$ cat src/design/gdate_pkg.sv
// Constants and month lookup for the day-number to Gregorian date converter.
package gdate_pkg;

  localparam int unsigned IN_W   = 32;
  localparam int unsigned OUT_W  = 40;
  localparam int unsigned YEAR_W = 24;

  // Base day of 1 Jan year 0 folded with a bias of 14712 400-year cycles,
  // so that the shifted day count is never negative.
  localparam logic [33:0]        BASE_OFF   = 34'd2147658004;
  localparam logic signed [15:0] CYC_BIAS   = 16'sd14712;

  localparam logic [24:0] RECIP_400Y = 25'd30103605;  // floor(2^42 / 146097)
  localparam logic [15:0] RECIP_4Y   = 16'd45934;     // ceil(2^26 / 1461)

  localparam logic [17:0] DAYS_400Y    = 18'd146097;
  localparam logic [17:0] DAYS_100Y    = 18'd36524;
  localparam logic [10:0] DAYS_4Y      = 11'd1461;
  localparam logic [10:0] DAYS_1Y      = 11'd365;
  localparam logic [5:0]  LEAP_MARCH   = 6'd60;
  localparam logic [5:0]  COMMON_MARCH = 6'd59;
  localparam logic [5:0]  DAYS_JAN     = 6'd31;

  // Days before each month of a common year, indexed by month number.
  localparam logic [8:0] DAYS_BEFORE [16] = '{
    9'd0, 9'd0, 9'd31, 9'd59, 9'd90, 9'd120, 9'd151, 9'd181,
    9'd212, 9'd243, 9'd273, 9'd304, 9'd334, 9'd365, 9'd365, 9'd365
  };

  function automatic logic [3:0] month_of(input logic [8:0] doy);
    logic [3:0] mon;
    mon = 4'd1;
    for (int m = 2; m <= 12; m++) begin
      if (doy >= DAYS_BEFORE[m]) begin
        mon = 4'(m);
      end
    end
    return mon;
  endfunction

endpackage

$ cat src/design/gregorian_date_from_day_number.sv
// Pipelined Julian day number to proleptic Gregorian date converter.
//
//  port group | dir | word layout (low bit up)
//  in_*       | in  | tdata[31:0] day_number (signed)
//  out_*      | out | tdata[23:0] year (signed), [27:24] month, [32:28] day, [39:33] zero
//
// Nine register stages: bias add, 400-year reciprocal multiply, back-multiply,
// remainder fix-up, century split, 4-year reciprocal multiply, 4-year split,
// year split, month lookup. One word per cycle while the output is not stalled.
// rst_n (synchronous, active low) clears the valid bits and the input skid.
// An output stall freezes all stages; one more input word parks in the skid
// register, so in_tready comes from a flop only.
module gregorian_date_from_day_number (
  input  logic                        clk,
  input  logic                        rst_n,
  input  logic                        in_tvalid,
  output logic                        in_tready,
  input  logic [gdate_pkg::IN_W-1:0]  in_tdata,   // day_number[31:0]
  output logic                        out_tvalid,
  input  logic                        out_tready,
  output logic [gdate_pkg::OUT_W-1:0] out_tdata   // year[23:0], month[27:24], day[32:28]
);
  import gdate_pkg::*;

  logic en;
  logic skid_full_r, skid_full_nxt;
  logic [IN_W-1:0] skid_r;
  logic src_valid;
  logic [IN_W-1:0] src_data;

  logic v1_r, v2_r, v3_r, v4_r, v5_r, v6_r, v7_r, v8_r, out_tvalid_r;

  // stage payloads
  logic [32:0] e1_r, e2_r, e3_r, p3_r;
  logic [32:0] e1_nxt, p3_nxt;
  logic [14:0] qe2_r, qe3_r, qe2_nxt;
  logic [47:0] prod2;
  logic [17:0] d0_4_r, d0_4_nxt;
  logic signed [15:0] q4_r, q4_nxt;
  logic [32:0] diff4;
  logic [18:0] rem4;
  logic        over4;
  logic [14:0] qc4;

  logic [YEAR_W-1:0] y5_r, y6_r, y7_r, y8_r;
  logic [YEAR_W-1:0] y5_nxt, y6_nxt, y7_nxt, y8_nxt, qs5;
  logic        x5_r, x6_r, x7_r, x8_r;
  logic        x5_nxt, x6_nxt, x7_nxt;
  logic [5:0]  ed5_r, ed6_r, ed7_r, ed8_r;
  logic [5:0]  ed6_nxt, ed7_nxt;
  logic [1:0]  c5_r, c5_nxt;
  logic [15:0] d2_5_r, d2_5_nxt, d2_6_r, d2m1_6;
  logic [17:0] d2_full5;
  logic [31:0] pr6_r, pr6_nxt;
  logic [8:0]  c100_6;
  logic [4:0]  c4_7;
  logic [10:0] r2_7, d3_7_r, d3_7_nxt;
  logic [1:0]  c1_8;
  logic [10:0] r3_full8;
  logic [8:0]  r3_8_r, r3_8_nxt;

  logic [3:0] month9;
  logic [4:0] day9;
  logic [8:0] day_full9;
  logic [OUT_W-1:0] out_tdata_r, out_tdata_nxt;

  assign en        = !out_tvalid_r || out_tready;
  assign in_tready = !skid_full_r;
  assign src_valid = skid_full_r || in_tvalid;
  assign src_data  = skid_full_r ? skid_r : in_tdata;

  always_comb begin
    skid_full_nxt = skid_full_r;
    if (en) begin
      skid_full_nxt = 1'b0;
    end else if (in_tvalid && !skid_full_r) begin
      skid_full_nxt = 1'b1;
    end
  end

  // S1: shift the day count onto a non-negative range
  assign e1_nxt = 33'({{2{src_data[IN_W-1]}}, src_data} + BASE_OFF);

  // S2: quotient estimate, low by at most one
  assign prod2   = 48'(e1_r[32:10]) * 48'(RECIP_400Y);
  assign qe2_nxt = prod2[46:32];

  // S3: back-multiply
  assign p3_nxt = 33'(qe2_r) * 33'(DAYS_400Y);

  // S4: remainder and one correction step
  assign diff4    = e3_r - p3_r;
  assign rem4     = diff4[18:0];
  assign over4    = rem4 >= 19'(DAYS_400Y);
  assign d0_4_nxt = over4 ? 18'(rem4 - 19'(DAYS_400Y)) : rem4[17:0];
  assign qc4      = qe3_r + 15'(over4);
  assign q4_nxt   = signed'({1'b0, qc4}) - CYC_BIAS;

  // S5: 400-year base year, century split
  assign qs5    = {{(YEAR_W-16){q4_r[15]}}, q4_r};
  assign y5_nxt = (qs5 << 8) + (qs5 << 7) + (qs5 << 4);
  assign x5_nxt = d0_4_r < 18'(LEAP_MARCH);
  always_comb begin
    if (d0_4_r >= 18'd109573) begin
      c5_nxt = 2'd3;
    end else if (d0_4_r >= 18'd73049) begin
      c5_nxt = 2'd2;
    end else if (d0_4_r >= 18'd36525) begin
      c5_nxt = 2'd1;
    end else begin
      c5_nxt = 2'd0;
    end
  end
  // day count inside the century, plus one (the 4-year split input)
  assign d2_full5 = d0_4_r - 18'(c5_nxt) * DAYS_100Y;
  assign d2_5_nxt = d2_full5[15:0];

  // S6: century years, 4-year reciprocal multiply
  assign c100_6  = 9'(c5_r) * 9'd100;
  assign y6_nxt  = x5_r ? y5_r : y5_r + YEAR_W'(c100_6);
  assign d2m1_6  = d2_5_r - 16'd1;
  assign x6_nxt  = x5_r || (d2_5_r < 16'(LEAP_MARCH));
  assign ed6_nxt = x5_r ? ed5_r : d2m1_6[5:0];
  assign pr6_nxt = 32'(d2_5_r) * 32'(RECIP_4Y);

  // S7: 4-year split
  assign c4_7     = pr6_r[30:26];
  assign r2_7     = 11'(d2_6_r - 16'(c4_7) * 16'(DAYS_4Y));
  assign y7_nxt   = x6_r ? y6_r : y6_r + YEAR_W'({c4_7, 2'b00});
  assign x7_nxt   = x6_r || (r2_7 < 11'(LEAP_MARCH));
  assign ed7_nxt  = x6_r ? ed6_r : r2_7[5:0];
  assign d3_7_nxt = r2_7 - 11'd1;

  // S8: single-year split
  always_comb begin
    if (d3_7_r >= 11'd1095) begin
      c1_8 = 2'd3;
    end else if (d3_7_r >= 11'd730) begin
      c1_8 = 2'd2;
    end else if (d3_7_r >= DAYS_1Y) begin
      c1_8 = 2'd1;
    end else begin
      c1_8 = 2'd0;
    end
  end
  assign r3_full8 = d3_7_r - 11'(c1_8) * DAYS_1Y;
  assign r3_8_nxt = r3_full8[8:0];
  assign y8_nxt   = x7_r ? y7_r : y7_r + YEAR_W'(c1_8);

  // S9: month and day; early exits land in January or February
  always_comb begin
    if (x8_r) begin
      if (ed8_r < DAYS_JAN) begin
        month9 = 4'd1;
        day9   = 5'(ed8_r + 6'd1);
      end else begin
        month9 = 4'd2;
        day9   = 5'(ed8_r - (DAYS_JAN - 6'd1));
      end
      day_full9 = 9'd0;
    end else begin
      month9    = month_of(r3_8_r);
      day_full9 = r3_8_r - DAYS_BEFORE[month9] + 9'd1;
      day9      = day_full9[4:0];
    end
  end
  assign out_tdata_nxt = {7'd0, day9, month9, y8_r};

  always_ff @(posedge clk) begin
    if (!rst_n) begin
      skid_full_r  <= 1'b0;
      v1_r         <= 1'b0;
      v2_r         <= 1'b0;
      v3_r         <= 1'b0;
      v4_r         <= 1'b0;
      v5_r         <= 1'b0;
      v6_r         <= 1'b0;
      v7_r         <= 1'b0;
      v8_r         <= 1'b0;
      out_tvalid_r <= 1'b0;
    end else begin
      skid_full_r <= skid_full_nxt;
      if (en) begin
        v1_r         <= src_valid;
        v2_r         <= v1_r;
        v3_r         <= v2_r;
        v4_r         <= v3_r;
        v5_r         <= v4_r;
        v6_r         <= v5_r;
        v7_r         <= v6_r;
        v8_r         <= v7_r;
        out_tvalid_r <= v8_r;
      end
    end
  end

  always_ff @(posedge clk) begin
    if (!en && in_tvalid && !skid_full_r) begin
      skid_r <= in_tdata;
    end
    if (en) begin
      e1_r        <= e1_nxt;
      e2_r        <= e1_r;
      qe2_r       <= qe2_nxt;
      e3_r        <= e2_r;
      qe3_r       <= qe2_r;
      p3_r        <= p3_nxt;
      d0_4_r      <= d0_4_nxt;
      q4_r        <= q4_nxt;
      y5_r        <= y5_nxt;
      x5_r        <= x5_nxt;
      ed5_r       <= d0_4_r[5:0];
      c5_r        <= c5_nxt;
      d2_5_r      <= d2_5_nxt;
      y6_r        <= y6_nxt;
      x6_r        <= x6_nxt;
      ed6_r       <= ed6_nxt;
      d2_6_r      <= d2_5_r;
      pr6_r       <= pr6_nxt;
      y7_r        <= y7_nxt;
      x7_r        <= x7_nxt;
      ed7_r       <= ed7_nxt;
      d3_7_r      <= d3_7_nxt;
      y8_r        <= y8_nxt;
      x8_r        <= x7_r;
      ed8_r       <= ed7_r;
      r3_8_r      <= r3_8_nxt;
      out_tdata_r <= out_tdata_nxt;
    end
  end

  assign out_tvalid = out_tvalid_r;
  assign out_tdata  = out_tdata_r;

  a_rem_range: assert property (@(posedge clk) disable iff (!rst_n)
    v4_r |-> d0_4_r < DAYS_400Y)
    else $error("400-year remainder out of range");

  a_month_range: assert property (@(posedge clk) disable iff (!rst_n)
    out_tvalid_r |-> (out_tdata_r[27:24] >= 4'd1 && out_tdata_r[27:24] <= 4'd12))
    else $error("month out of range");

  a_day_range: assert property (@(posedge clk) disable iff (!rst_n)
    out_tvalid_r |-> (out_tdata_r[32:28] != 5'd0 &&
                      !(out_tdata_r[27:24] == 4'd2 && out_tdata_r[32:28] > 5'd29)))
    else $error("day out of range");

  a_skid_hold: assert property (@(posedge clk) disable iff (!rst_n)
    (skid_full_r && !en) |=> (skid_full_r && $stable(skid_r)))
    else $error("skid word lost during stall");

endmodule

$ cat config.mk
export PLATFORM = sky130hd
export DESIGN_NAME = gregorian_date_from_day_number
export DESIGN_NICKNAME = d
export VERILOG_FILES = /design/src/design/gdate_pkg.sv /design/src/design/gregorian_date_from_day_number.sv
export SDC_FILE = /design/constraint.sdc
export NUM_CORES = 2
export LEC_CHECK = 0
export ABC_CLOCK_PERIOD_IN_PS = 11800
export BUFFER_PORTS_ARGS = -buffer_cell sky130_fd_sc_hd__buf_2
export CORE_MARGIN = 2
export CORE_UTILIZATION = 60
export DETAILED_ROUTE_END_ITERATION = 7
export GPL_TIMING_DRIVEN = 0
export PLACE_DENSITY = 0.83
export SLEW_MARGIN = 10
export SYNTH_ARGS = -nofsm -noshare
export SYNTH_HDL_FRONTEND = slang
export SYNTH_SLANG_ARGS = --single-unit
export TNS_END_PERCENT = 1
$ cat constraint.sdc
create_clock -name clk -period 11.8 [get_ports clk]
set_input_delay 0 -clock clk [delete_from_list [all_inputs] [get_ports clk]]
set_output_delay 0 -clock clk [all_outputs]
set_load 0.02 [all_outputs]
# Word-level counts from Yosys, hierarchy flattened

Memories as Yosys holds them, arrays and structs flattened.
Index checks and enable logic that the tools add are counted.

Order comparisons: 23
Multiplexer cells: 31
Add/sub/neg operators: 19
Reductions and logical operators: 11
Bitwise logic cells: 2
Multipliers: 7

Operator list:

| operator                                               | number |
|---|---|
| 2-to-1 mux 24 bit                                      | 3 |
| adder 24 bit                                           | 2 |
| 2-to-1 mux 4 bit                                       | 12 |
| multiplier 23 x 25 -> 47 bit (second input constant)   | 1 |
| >= comparator 18 x 17 -> 1 bit (second input constant) | 2 |
| >= comparator 9 x 8 -> 1 bit (second input constant)   | 4 |
| adder 32 x 33 -> 33 bit (second input constant)        | 1 |
| 2-to-1 mux 32 bit                                      | 1 |
| multiplier 16 x 15 -> 30 bit (second input constant)   | 1 |
| >= comparator 9 bit (second input constant)            | 3 |
| adder 24 x 2 -> 24 bit                                 | 1 |
| adder 24 x 7 -> 24 bit                                 | 1 |
| adder 24 x 9 -> 24 bit                                 | 1 |
| 2-to-1 mux 5 bit                                       | 4 |
| >= comparator 19 x 18 -> 1 bit (second input constant) | 1 |
| multiplier 15 x 18 -> 19 bit (second input constant)   | 1 |
| subtractor 19 bit                                      | 1 |
| >= comparator 18 x 16 -> 1 bit (second input constant) | 1 |
| >= comparator 9 x 7 -> 1 bit (second input constant)   | 2 |
| < comparator 18 x 6 -> 1 bit (second input constant)   | 1 |
| 2-to-1 mux 18 bit                                      | 1 |
| subtractor 18 bit (second input constant)              | 1 |
| < comparator 16 x 6 -> 1 bit (second input constant)   | 1 |
| subtractor 15 x 14 -> 16 bit (second input constant)   | 1 |
| 30 further kinds                                       | 45 |

Memories: 1
Register bits after elaboration: 432
Output and inout port bits: 42
Bits in read-only memories: 144
Input bits: 36
Word-level logic and storage cells: 132

Memory list:

| name            | depth | width | read ports | clocked after Yosys merged registers in | wr ports | RTL line                              | source |
|---|---|---|---|---|---|---|---|
| (no name shown) | 16    | 9     | 1          | 0                                       | 0        | gregorian_date_from_day_number.sv:163 | `day_full9 = r3_8_r - DAYS_BEFORE[month9] + 9'd1;` |

# Depth between registers and ports, before layout

Word-level depth: 20
Depth in mapped cells: 25
Gate-level depth less buffers: 25

# Worst setup path before layout

Ideal clock, no wire load.

Path kind: reg-to-reg
From: register out_tvalid_r (netlist: out_tvalid)
To: register c5_r[0] (enable)
Path buffers: 0
Arrival time: 7.061 ns
Stages on the path, launching flop included: 3
Path slack: 1.830 ns
Setup time: 2.909 ns
Period minus slack after synthesis: 9.970 ns
Data required time: 8.891 ns
Path through: dfxtp_1 nor2b_1 clkinv_1

Longest elaborated chain between the ends: 2

RTL lines:

| what                   | RTL line                              | source |
|---|---|---|
| start, declared        | gregorian_date_from_day_number.sv:31  | `logic v1_r, v2_r, v3_r, v4_r, v5_r, v6_r, v7_r, v8_r, out_tvalid_r;` |
| start signal, assigned | gregorian_date_from_day_number.sv:192 | `out_tvalid_r <= v8_r;` |
| zero test 1 bit        | gregorian_date_from_day_number.sv:67  | `assign en = !out_tvalid_r \|\| out_tready;` |
| logical OR 1 bit       | gregorian_date_from_day_number.sv:67  |  |
| named net en           | gregorian_date_from_day_number.sv:25  | `logic en;` |
| end signal, assigned   | gregorian_date_from_day_number.sv:213 | `c5_r <= c5_nxt;` |
| end, declared          | gregorian_date_from_day_number.sv:51  | `logic [1:0] c5_r, c5_nxt;` |

The timed path passes the listed nets, and every way through them passes these cells.
A chain may end at the register's enable or synchronous reset.

# Final worst setup path

From: register e1_r[16]
To: register qe2_r[14] (data pin)

Longest elaborated chain between the ends: 1

RTL lines:

| what                         | RTL line                              | source |
|---|---|---|
| start, declared              | gregorian_date_from_day_number.sv:34  | `logic [32:0] e1_r, e2_r, e3_r, p3_r;` |
| start signal, assigned       | gregorian_date_from_day_number.sv:202 | `e1_r <= e1_nxt;` |
| multiplier 23 x 25 -> 47 bit | gregorian_date_from_day_number.sv:85  | `assign prod2 = 48'(e1_r[32:10]) * 48'(RECIP_400Y);` |
| named net prod2[46]          | gregorian_date_from_day_number.sv:37  | `logic [47:0] prod2;` |
| end signal, assigned         | gregorian_date_from_day_number.sv:204 | `qe2_r <= qe2_nxt;` |
| end, declared                | gregorian_date_from_day_number.sv:36  | `logic [14:0] qe2_r, qe3_r, qe2_nxt;` |

The timed path passes the listed nets, and every way through them passes these cells.

==> metrics.cfg <==
[setup_path]
crit_arrival_ns=8.28
worstSetupStartpointType=register
critPathKind=reg2reg
worstPathMaxFanout=9
end_kind=register
required_ns=12.12

[global_routing]
grt_max_degree=103
grt_usage_pct=23.3
antenna_found_initial=0
grt_pass1_wl_um=117000
grt_remaining_overflow=0
grt_pass1_vias=24200

[synth]
syn-cell-area_um2=35900
synth_compound_area_share_pct=6.85
synthSimpleGateAreaFrac_pct=5.77
synthArstFlopShare_pct=0
yosysMostFrequentCell=inv_1
seq_area_frac_synth_pct=32.6
syn_inst=3126
synth_top_family_by_area=adder cells
yosys.area.top_type=edfxtp_1
ys_warn_count=0
synth_cell_types=76
synth_mux_area_share_pct=1.10
synth_seq_cells=393
synth-xor-area-share_pct=5.56
synthDominantCellAreaShare_pct=32.0
yosys-top-cells-count=inv_1 (686), ha_1 (561), edfxtp_1 (383), fa_1 (377), xnor2_1 (154)
syn_avg_cell_area_um2=11.5
synth_edf_count=383
synth_ff_type=edfxtp_1
synthTopCellsByArea=edfxtp_1 (32%), fa_1 (21%), ha_1 (20%), inv_1 (7.2%), xnor2_1 (3.8%)
synthAdderAreaFrac_pct=40.5

[run]
maxCapViolations=0

[clocking]
clock_sinks=393
numCtsBuffers=42
clock_latency_ns=0.58
cts_resized=0
clk_path_buf_depth=3
cts-htree-levels=2
hold_buffers=36
clock-root-buffer=clkbuf_16
clk_pin_slew_ns=0.06
cts_setup_buffers=0
cts_tree=done

[floorplanning]
fp.dieArea_um2=61900
core-area_um2=59100
initial_core_util_pct=60.8
die_y_um=249
ioPinCount=78
num_rows=89
die_w_um=249

[timing]
skew_ns=0.0314
max_slew_margin_pct=47.5
setup_viol=0
min_period_ns=7.97
finalHoldViolCount=0
rsz0062_at_grt=no
report.final.slew_viol_count=0
fmax_ghz=0.126
worstMarginPinSlew_ns=0.788
period_share_pct=67.5

[routing]
vias=22500
wirelength_um=69200
vias_per_cell=5.50
ant_nets=0
dr.first_iter.drc_count=1327
dr.pass1.iters=8
remaining_drc_errors=5
routedWlPerCell_um=16.9

[finish]
syn2layout_area_growth_pct=8.93
finalNonFillerCells=4090
nets=4259
drive_above_1_share_pct=5.61
fin_util_pct=66.2
nFillCells=4158
insertedDiodeCount=0

[placement]
port_buffers=70
routabilityCongestion=0.924
placed_cells=3978
dp_hpwl_um=54800

[hold_path]
hold_path_class=in2reg

[status]
outcome=finished, violations left
violations=DRC

final cells by class:
cell class	count	area [um^2]	share of cell area, %
buffer	29	146	0.374
clock buffer	47	1080	2.76
multi-input combinational	2022	21500	55.0
clock inverter	29	339	0.866
sequential	393	11700	29.9
inverter	688	2590	6.61
timing repair buffer	109	793	2.03
tap	773	967	2.47
stage by stage:
step | hold slack (ns) | TNS [ns] | setup WS, ns | instance area (um^2)
after floorplan | 0.0989 | 0 | 1.83 | 36000
after global placement | 0.192 | -407.22 | -1.22 | 37300
after detailed placement | 0.195 | 0 | 3.90 | 37400
after CTS | 0.119 | 0 | 3.82 | 39100
after global routing | 0.143 | 0 | 3.23 | 39100
final | 0.143 | 0 | 3.83 | 39100
per-layer routing:
| metal | track usage [%] | wire length, um |
|---|---|---|
| met1 | 29.7 | 28600 |
| met2 | 41.1 | 34900 |
| met3 | 3.40 | 3800 |
| met4 | 7.69 | 1960 |
| met5 | 0 | 0 |
critical path, cell delays in order (launching register included):
cell       delay (ns)
edfxtp_1         0.69
inv_1            0.10
ha_1             0.30
inv_1            0.10
fa_1             0.60
inv_1            0.07
fa_1             0.51
fa_1             0.53
inv_1            0.06
fa_1             0.38
fa_1             0.52
inv_1            0.07
fa_1             0.54
inv_1            0.05
ha_1             0.33
a21o_1           0.20
a2111oi_0        0.39
o311ai_0         0.26
a221oi_1         0.61
o21ai_1          0.27
a41o_1           0.34
nor4_2           0.21
nor3_1           0.15
a211o_1          0.29
xnor2_1          0.13
flip-flops by register name, indices dropped and copies added, names as in the netlist, 9 cells and up:
name	flops
d3_7_r	11
e3_r	19
d0_4_r	18
r3_8_r	9
qe2_r	15
out_tdata	33
y7_r	22
p3_r	19
qe3_r	11
e1_r	33
d2_5_r	14
e2_r	19
q4_r	16
y5_r	20
y8_r	24
d2_6_r	11
skid_r	32
y6_r	22
cells in the final DEF (no fill, tap or decap), drive strengths merged, types with 7 or more instances in the layout:
cell type and count:
nor3 28, conb 7, o21bai 13, a211oi 15, dfxtp 10, a21o 38
inv 689, fa 377, edfxtp 383, xor2 74, buf 86, a21oi 107
a21boi 19, a31oi 9, xnor2 154, and3 21, or3 8, o211ai 14
nand2 122, mux2 13, o21ai 87, mux2i 25, nand3 46, nand4 21
nor2b 24, nand2b 16, ha 561, clkbuf 63, nor2 112, o21a 22
dlygate4sd3 36, nor4 9, clkinv 21
kinds of logic (layout without fill, tap and decap cells):
logic type	count (synthesis)	after routing
compound gates	378	378
xor+xnor	228	228
fa+ha+maj	938	938
buf+inv	717	902
flops	393	393
mux	38	38
other cells	1	7
simple gates	433	433
worst paths after layout:
check,from,end,slack (ns),cells after the start
setup reg to reg,e1_r[16],qe2_r[14],3.83,24
hold reg to reg,e1_r[0],e2_r[0],0.41,0
hold / removal,in_tdata[20],skid_r[20],0.14,2
setup / recovery,e1_r[16],qe2_r[14],3.83,24
Power is not shown: default switching activity piles up to over one toggle a cycle in this logic, so the estimate is an artifact.
